==> config.mk <==
export PLATFORM = sky130hd
export DESIGN_NAME = linear_congruence_solver
export DESIGN_NICKNAME = d
export VERILOG_FILES = /design/src/hw/rtl/lcs_pkg.sv /design/src/hw/rtl/linear_congruence_solver.sv
export SDC_FILE = /design/constraint.sdc
export NUM_CORES = 1
export LEC_CHECK = 0
export BUFFER_PORTS_ARGS = -buffer_cell sky130_fd_sc_hd__buf_2
export CORE_ASPECT_RATIO = 0.75
export CORE_UTILIZATION = 37
export CTS_CLUSTER_DIAMETER = 60
export CTS_CLUSTER_SIZE = 12
export DETAILED_ROUTE_END_ITERATION = 10
export HOLD_SLACK_MARGIN = 0.02
export PLACE_DENSITY = 0.5
export SETUP_SLACK_MARGIN = 0.2
export SYNTH_ARGS = -nofsm -noshare
export SYNTH_HDL_FRONTEND = slang
export SYNTH_SLANG_ARGS = --single-unit
==> constraint.sdc <==
create_clock -name clk -period 7.9 [get_ports clk]
set_input_delay 0.79 -clock clk [delete_from_list [all_inputs] [get_ports clk]]
set_output_delay 0.79 -clock clk [all_outputs]
set_load 0.03 [all_outputs]
==> src/hw/rtl/lcs_pkg.sv <==
// shared constants and types for the linear congruence solver
package lcs_pkg;

  localparam int unsigned StateW = 3;

  localparam logic [StateW-1:0] ST_IDLE = 3'd0;
  localparam logic [StateW-1:0] ST_GCD  = 3'd1;
  localparam logic [StateW-1:0] ST_DIV  = 3'd2;
  localparam logic [StateW-1:0] ST_EUC  = 3'd3;
  localparam logic [StateW-1:0] ST_MUL  = 3'd4;
  localparam logic [StateW-1:0] ST_DONE = 3'd5;

  // register index of the modulus
  localparam int unsigned RegModulus = 0;

  // what the divider result is used for
  typedef enum logic [2:0] {
    OP_GCD   = 3'd0,
    OP_RED_P = 3'd1,
    OP_RED_M = 3'd2,
    OP_RED_Q = 3'd3,
    OP_QMOD  = 3'd4,
    OP_EUC   = 3'd5
  } div_op_t;

endpackage

==> src/hw/rtl/linear_congruence_solver.sv <==
// linear congruence solver: gcd reduction, extended euclid, modular multiply
// one bit-serial restoring divider serves the gcd and euclid division steps and the
//   reductions by the gcd; the modular multiply is bit-serial too; a zero modulus
//   skips straight to the result
// throughput: one word at a time, the next word is taken the cycle after the result
//   is loaded into the output register; a result waiting there only blocks the next load
// reset: synchronous, active high; modulus returns to 1, control to idle, no result pending
module linear_congruence_solver #(
  parameter int unsigned VALUE_WIDTH = 20
) (
  input  logic                   clk,
  input  logic                   rst,
  input  logic                   in_valid,
  output logic                   in_ready,
  input  logic [VALUE_WIDTH-1:0] multiplier,
  input  logic [VALUE_WIDTH-1:0] target,
  output logic                   out_valid,
  input  logic                   out_ready,
  output logic [VALUE_WIDTH-1:0] solution,
  input  logic                   psel,
  input  logic                   penable,
  input  logic                   pwrite,
  input  logic [1:0]             paddr,
  input  logic [31:0]            pwdata,
  output logic [31:0]            prdata,
  output logic                   pready
);
  import lcs_pkg::*;

  localparam int unsigned W  = VALUE_WIDTH;
  localparam int unsigned CW = $clog2(W + 1);

  logic [W-1:0] modulus;
  logic [StateW-1:0] state;
  div_op_t op;
  logic phase;

  logic [W-1:0] p, q, m;
  logic [W-1:0] r0, r1;
  logic signed [W+1:0] s0, s1, prod;
  logic [W-1:0] qgm;
  logic neg;
  logic [W-1:0] mag, acc;

  // divider: dd shifts the dividend out and the quotient in, dr is the partial remainder
  logic [W-1:0] dd, dr, dv;
  logic [CW-1:0] cnt;

  assign pready = 1'b1;
  assign prdata = 32'(modulus);
  assign in_ready = (state == ST_IDLE);

  always_ff @(posedge clk) begin
    if (rst) begin
      modulus <= W'(1);
    end else if (psel && penable && pwrite && paddr == 2'(RegModulus * 4)) begin
      modulus <= pwdata[W-1:0];
    end
  end

  // one restoring step
  logic [W:0] shifted, diff;
  logic ge;
  assign shifted = {dr, dd[W-1]};
  assign diff    = shifted - {1'b0, dv};
  assign ge      = (shifted >= {1'b0, dv});

  // modular double and add for the multiplier
  logic [W:0] dbl, add2;
  logic [W-1:0] accd, acca;
  assign dbl  = {acc, 1'b0};
  assign accd = (dbl >= {1'b0, m}) ? W'(dbl - {1'b0, m}) : dbl[W-1:0];
  assign add2 = {1'b0, accd} + {1'b0, qgm};
  assign acca = (add2 >= {1'b0, m}) ? W'(add2 - {1'b0, m}) : add2[W-1:0];

  always_ff @(posedge clk) begin
    if (rst) begin
      state     <= ST_IDLE;
      out_valid <= 1'b0;
      solution  <= '0;
    end else begin
      if (state == ST_DONE && (!out_valid || out_ready)) begin
        out_valid <= 1'b1;
      end else if (out_ready) begin
        out_valid <= 1'b0;
      end
      unique case (state)
        ST_IDLE: begin
          if (in_valid) begin
            p <= multiplier; q <= target; m <= modulus;
            r0 <= target; r1 <= modulus;
            phase <= 1'b0;
            if (modulus == '0) begin
              acc <= '0; neg <= 1'b0; state <= ST_DONE;
            end else begin
              state <= ST_GCD;
            end
          end
        end
        ST_GCD: begin
          // gcd(q, m) first, then gcd(p, that)
          if (r1 == '0) begin
            if (!phase) begin
              r0 <= p; r1 <= r0; phase <= 1'b1;
            end else begin
              dd <= p; dv <= r0; dr <= '0; cnt <= CW'(W);
              op <= OP_RED_P; state <= ST_DIV;
            end
          end else begin
            dd <= r0; dv <= r1; dr <= '0; cnt <= CW'(W);
            op <= OP_GCD; state <= ST_DIV;
          end
        end
        ST_DIV: begin
          if (cnt != '0) begin
            dr <= ge ? diff[W-1:0] : shifted[W-1:0];
            dd <= {dd[W-2:0], ge};
            // quotient times s1, built from the quotient bits as they come out
            prod <= {prod[W:0], 1'b0} + (ge ? s1 : '0);
            cnt <= cnt - 1'b1;
          end else begin
            unique case (op)
              OP_GCD: begin
                r0 <= r1; r1 <= dr; state <= ST_GCD;
              end
              // divisor g stays in dv for the three reductions
              OP_RED_P: begin
                r0 <= dd; dd <= m; dr <= '0; cnt <= CW'(W); op <= OP_RED_M;
              end
              OP_RED_M: begin
                r1 <= dd; dd <= q; dr <= '0; cnt <= CW'(W); op <= OP_RED_Q;
              end
              OP_RED_Q: begin
                dv <= m; dr <= '0; cnt <= CW'(W); op <= OP_QMOD;
              end
              OP_QMOD: begin
                qgm <= dr; s0 <= (W+2)'(1); s1 <= '0; state <= ST_EUC;
              end
              OP_EUC: begin
                r0 <= r1; r1 <= dr;
                s0 <= s1; s1 <= s0 - prod;
                state <= ST_EUC;
              end
              default: state <= ST_IDLE;
            endcase
          end
        end
        ST_EUC: begin
          if (r1 == '0) begin
            neg <= s0[W+1];
            mag <= s0[W+1] ? W'(-s0) : W'(s0);
            acc <= '0; cnt <= CW'(W); state <= ST_MUL;
          end else begin
            dd <= r0; dv <= r1; dr <= '0; prod <= '0; cnt <= CW'(W);
            op <= OP_EUC; state <= ST_DIV;
          end
        end
        ST_MUL: begin
          if (cnt != '0) begin
            acc <= mag[W-1] ? acca : accd;
            mag <= {mag[W-2:0], 1'b0};
            cnt <= cnt - 1'b1;
          end else begin
            state <= ST_DONE;
          end
        end
        ST_DONE: begin
          if (!out_valid || out_ready) begin
            solution <= (neg && acc != '0) ? m - acc : acc;
            state    <= ST_IDLE;
          end
        end
        default: state <= ST_IDLE;
      endcase
    end
  end

  a_out_hold: assert property (@(posedge clk) disable iff (rst)
    out_valid && !out_ready |=> out_valid && $stable(solution)) else $error("result dropped");
  a_div_nonzero: assert property (@(posedge clk) disable iff (rst)
    state == ST_DIV |-> dv != '0) else $error("divide by zero");
  a_acc_range: assert property (@(posedge clk) disable iff (rst)
    state == ST_MUL |-> acc < m) else $error("accumulator out of range");

endmodule
# --- Word level (Yosys, flattened, before mapping) ---
# Cells that the tools add are included.
classes:
  n_addsub: 9
  mul: 0
  div_mod_pow: 0
  n_lt_le_gt_ge: 3
  n_eq_ne: 29
  shift: 0
  mux: 81
  bitwise_logic: 2
  reduce_logical: 44
ops:
  columns: ["op", "n"]
  rows:
  - ["$mux 20", 34]
  - ["$pmux 20 s3", 6]
  - ["$pmux 20 s2", 4]
  - ["$pmux 22 s2", 3]
  - ["$sub 20x20->20", 4]
  - ["$mux 22", 3]
  - ["$ge 21x20->1", 3]
  - ["$logic_not 20->1", 2]
  - ["$mux 3", 12]
  - ["$pmux 3 s3", 3]
  - ["$mux 5", 5]
  - ["$reduce_and 6->1", 4]
  - ["$add 22x22->22", 1]
  - ["$ne 2x2->1 const B", 11]
  - ["$sub 22x22->22", 1]
  - ["$add 20x20->21", 1]
  - ["$neg 20->20", 1]
  - ["$pmux 5 s4", 1]
  - ["$reduce_and 4->1", 5]
  - ["$reduce_and 5->1", 4]
  - ["$reduce_bool 20->1", 1]
  - ["$pmux 3 s6", 1]
  - ["$reduce_and 7->1", 2]
  - ["$eq 3x2->1 const B", 4]
  - ["22 further kinds", 52]
totals:
  regBits: 340
  latchBits: 0
  mem_bits_rw: 0
  mem_bits_ro: 0
  in_bits: 81
  out_inout_bits: 55
  word_cells: 190
  n_memories: 0

# --- Longest topological paths before layout ---
depth:
  depth_word: 8
  ltp_mapped: 32
  ltp_nobuf: 30

# --- Worst setup path after synthesis ---
# OpenSTA, ideal clock, no wires.
synth_timing:
  path_type: "reg2reg"
  from: "reg m[1]"
  to: "reg acc[3] (data pin)"
  setup_time_ns: 0.256
  arrival_time_ns: 6.150
  t_required_ns: 7.644
  slack_ns: 1.494
  stages_incl_launch_ff: 32
  n_path_buf: 2
  period_less_slack_ns: 6.406
  cell_sequence: "edfxtp_1 -> inv_1 -> ha_1 -> nor2b_1 -> o21a_1 -> o21ai_1 -> a2111oi_0 -> nor2_1 -> o31ai_4 -> a21oi_2 -> buf_2 -> nor2_1 -> ha_1 -> inv_1 -> fa_1 -> nand2b_1 -> a21oi_2 -> o221ai_2 -> o31ai_2 -> a21oi_1 -> xnor2_1 -> ha_1 -> a21o_1 -> and2_1 -> o21ai_0 -> or4b_1 -> o221ai_1 -> o211a_4 -> buf_6 -> mux2i_1 -> nand2_1 -> o211a_1"
synth_via:
  elab_chain_cells: 8
  elab_cells_between_ends: 10
  classes_between: "add/sub (3); order compare (2); mux (5)"
synth_rtl:
  columns: ["item", "line_no", "rtl"]
  rows:
  - ["start: declaration", "linear_congruence_solver.sv:38", "logic [W-1:0] p, q, m;"]
  - ["start signal: assignment", "linear_congruence_solver.sv:90", "p <= multiplier; q <= target; m <= modulus;"]
  - ["$sub 20x20->20 / $ge 21x20->1 (equally long branches)", "linear_congruence_solver.sv:72", "assign accd = (dbl >= {1'b0, m}) ? W'(dbl - {1'b0, m}) : dbl[W-1:0];"]
  - ["$mux 20", "linear_congruence_solver.sv:72", null]
  - ["$add 20x20->21", "linear_congruence_solver.sv:73", "assign add2 = {1'b0, accd} + {1'b0, qgm};"]
  - ["$sub 20x20->20 / $ge 21x20->1 (equally long branches)", "linear_congruence_solver.sv:74", "assign acca = (add2 >= {1'b0, m}) ? W'(add2 - {1'b0, m}) : add2[W-1:0];"]
  - ["$mux 20", "linear_congruence_solver.sv:74", null]
  - ["$mux 20 *", "linear_congruence_solver.sv:160", "acc <= mag[W-1] ? acca : accd;"]
  - ["$mux 20 *", "linear_congruence_solver.sv:159", "if (cnt != '0) begin"]
  - ["$pmux 20 s3 *", "linear_congruence_solver.sv:87", "unique case (state)"]
  - ["end signal: assignment", "linear_congruence_solver.sv:160", null]
  - ["end: declaration", "linear_congruence_solver.sv:43", "logic [W-1:0] mag, acc;"]
# Every way passes the cells marked *; elsewhere a longest branch is shown, timed or not. The select of a mux whose other input is x is not followed.
# A chain may end at the register's enable or synchronous reset.

# --- Final worst setup path ---
layout_timing:
  from: "reg m[5]"
  to: "reg acc[3] (data pin)"
layout_via:
  elab_chain_cells: 8
  elab_cells_between_ends: 10
  classes_between: "add/sub (3); order compare (2); mux (5)"
layout_rtl:
  columns: ["item", "line_no"]
  rows:
  - ["$ge 21x20->1 / $sub 20x20->20 (equally long branches)", "linear_congruence_solver.sv:72"]
  - ["$mux 20", "linear_congruence_solver.sv:72"]
  - ["$add 20x20->21", "linear_congruence_solver.sv:73"]
  - ["$sub 20x20->20 / $ge 21x20->1 (equally long branches)", "linear_congruence_solver.sv:74"]
  - ["$mux 20", "linear_congruence_solver.sv:74"]
  - ["$mux 20 *", "linear_congruence_solver.sv:160"]
  - ["$mux 20 *", "linear_congruence_solver.sv:159"]
  - ["$pmux 20 s3 *", "linear_congruence_solver.sv:87"]
# Marked as above.

==> qor.csv <==
stage,metric,value,unit
timing,fin_crit_sh,0.921,
timing,fin_worst_skew,37.8,ps
yosys,async_reset_ff_frac,0,
worst_setup_path,path_class,reg2reg,
pwr,peakVddDrop,0.000164,V
placement,port_buffers,110,
global_routing,overflow,0,
worst_setup_path,cp.arrival,7600,ps
die,die_w,283,µm
timing,tns,0,ps
yosys,synth.cell_area,22000,µm²
timing,worstMarginPinSlew,1110,ps
global_routing,antenna_found_initial,4,
drt,highest_layer,met5,
worst_setup_path,crit_slowest_cell,or4b_1,
yosys,synth_cells,2301,
timing,whs,371,ps
yosys,synthTopCellsByCount,"296 x edfxtp_1, 241 x nand2_1, 213 x a21oi_1, 204 x nor2_1, 156 x o21ai_0",
drt,drtIter0Drc,1643,
global_routing,grt_use_total,0.239,
drt,met1Wirelength,35300,µm
worst_setup_path,startpoint,m[5]$_DFFE_PP_,
drt,drt-wirelength-per-cell,22.8,µm
drt,drtAntennaViolNets,0,
final_layout,drive_gt1_frac,0.116,
timing,rsz0062_at_grt,no,
die,initial_core_util,0.378,
run_status,status,completed,
clocking,ctsHtreeMaxLevel,2,
final_layout,final_nets,2644,
hold_path,min_path_cells,1,
global_routing,grt_pass1_vias,17111,
yosys,synth_seq_cells,340,
clocking,cts_buffers,39,
drt,drtPass1Iterations,5,
clocking,cts_tree,built,
clocking,cts_root_buf,clkbuf_16,
drt,drc,0,
timing,finalCriticalPeriod,7280,ps
global_routing,grt_max_degree,71,
global_routing,grt_first_pass_wirelength,109000,µm
die,rows,76,
drt,met3WireLength,6220,µm
timing,slew_violations,0,
run,maxCapViolCount,0,
worst_setup_path,cp_top_family,compound AO/OA/AOI/OAI gates,
clocking,clkSinkCount,340,
die,pin_count,136,
yosys,synthFlopType,edfxtp_1,
hold_path,hold_path_startpoint,multiplier[5],
die,die_area,60300,µm²
yosys,syn_avg_cell_area,9.54,µm²
drt,via_per_inst,5.67,
placement,gp_congestion,0.921,
worst_setup_path,reg2regPathDepth,31,
timing,setup_viol,0,
pwr,p_per_area,333,nW/µm²
yosys,ys.warnings.count,0,
clocking,clk_latency,590,ps
final_layout,diodes,0,
yosys,yosys.area.top_type,edfxtp_1,
worst_setup_path,cp_num_cells,31,
worst_setup_path,cp-start-kind,flop,
drt,routed_wl,73500,µm
yosys,ys_top_cells_by_area,"edfxtp_1 40%, ha_1 8.1%, a21oi_1 4.9%, nand2_1 4.1%, dfxtp_1 4.0%",
clocking,cts_hold_buf,0,
yosys,ys_seq_area_frac,0.445,
yosys,synth_edf_count,296,
drt,dr_wl_met2,29900,µm
pwr,p_leak,9.71,nW
worst_setup_path,r2r-start,m[5]$_DFFE_PP_,
placement,place_hpwl,53700,µm
worst_setup_path,cp_data_required_time,8220,ps
hold_path,worstHoldPathType,in2reg,
clocking,clockBufferDepth,3,
yosys,synthDistinctLibCells,84,
timing,hold_viol_final,0,
worst_setup_path,crit_buf_inv,4,
yosys,synth.most_common_cell,edfxtp_1,
timing,max_clock_freq,137,MHz
worst_setup_path,slowest_delay,490,ps
worst_setup_path,worstSetupEndpointType,flop,
final_layout,area_growth,12.9,%
die,die_h,213,µm
worst_setup_path,critical_path.max_fanout,10,
die,coreArea,58000,µm²
clocking,clkSlewWorstSetupHoldPaths,70,ps
timing,max_slew_margin,0.261,
yosys,netlist.area_leader.share,0.405,
worst_setup_path,path_common_cell,ha_1,
drt,vias,18275,
-- routing by layer --
layer | vias to the layer above | global-route usage
met5 | - | 0
met4 | 2 | 0.0729
met3 | 105 | 0.0579
met2 | 629 | 0.341
met1 | 8863 | 0.353
li1 | 8676 | -
-- cell families (layout without fill, tap and decap cells) --
logic type | count (synthesis) | count (layout) | synth area share
AO/OA/AOI/OAI | 671 | 672 | 0.197
XOR/XNOR | 125 | 125 | 0.0499
adder cells (fa/ha/maj) | 149 | 149 | 0.0873
buffers and inverters | 222 | 353 | 0.0415
flip-flops | 340 | 340 | 0.445
multiplexers | 34 | 34 | 0.0157
other | 2 | 13 | 0.000342
AND/OR/NAND/NOR | 758 | 758 | 0.163
-- state kept, by name, summed over array words and instances (netlist names), 5 cells and up --
register and cells:
p 20, cnt 5, q 20, acc 20, r1 20, s0 22
prod 22, r0 20, s1 22, dd 20, dr 20, solution 20
m 20, qgm 20, mag 20, dv 20, modulus 20
-- stage by stage --
step            util  cells  power (mW)  instance area, µm²  worst slack, ps
2_1_floorplan      -   2312        5.33               22000             1490
3_3_place_gp   0.406   3148        6.35               23500              429
3_5_place_dp   0.406   3148        6.38               23500              369
4_1_cts        0.426   3219        8.17               24700              311
5_1_grt        0.427   3224        8.80               24800              274
6_report       0.427   3224        8.27               24800              621
-- report_power, final --
part	switching (mW)	leakage (nW)	total (mW)	internal [mW]
logic	2.43	6.05	3.97	1.54
clock network	0.810	0.568	1.76	0.949
registers	0.232	3.09	2.53	2.30
total	3.47	9.71	8.27	4.79
-- final timing paths --
kind	end	slack (ps)
max	acc[3]$_SDFFCE_PN0P_	620
min	p[5]$_DFFE_PP_	370
max reg2reg	acc[3]$_SDFFCE_PN0P_	620
min reg2reg	solution[0]$_SDFFE_PP0P_	460
-- final cells by class --
type	count	area, µm²
multi-input combinational	1751	11400
timing repair buffer	171	1010
clock buffer	58	1060
fill	5712	33200
clock inverter	13	131
inverter	111	417
sequential	340	9770
tap	780	976
-- placed cells by master, fill, tap and decap left out, drive strengths merged, types with 24 or more instances in the layout --
cell / instances
and3: 38
nor3: 50
xnor2: 65
nor4: 24
clkbuf: 58
a22oi: 42
ha: 142
nor2: 205
edfxtp: 296
buf: 171
xor2: 60
and2: 35
nand2: 241
nand3: 26
a211oi: 25
nor2b: 48
mux2i: 30
inv: 117
nand2b: 31
o21ai: 164
o211ai: 28
dfxtp: 44
a21oi: 216
a21o: 47
-- what timing repair did --
action	in CTS	in global routing
endpoints found under the setup margin	0	20
setup buffers	0	4
gates resized for setup	0	9
No activity file was read; power rests on OpenSTA's default activity.
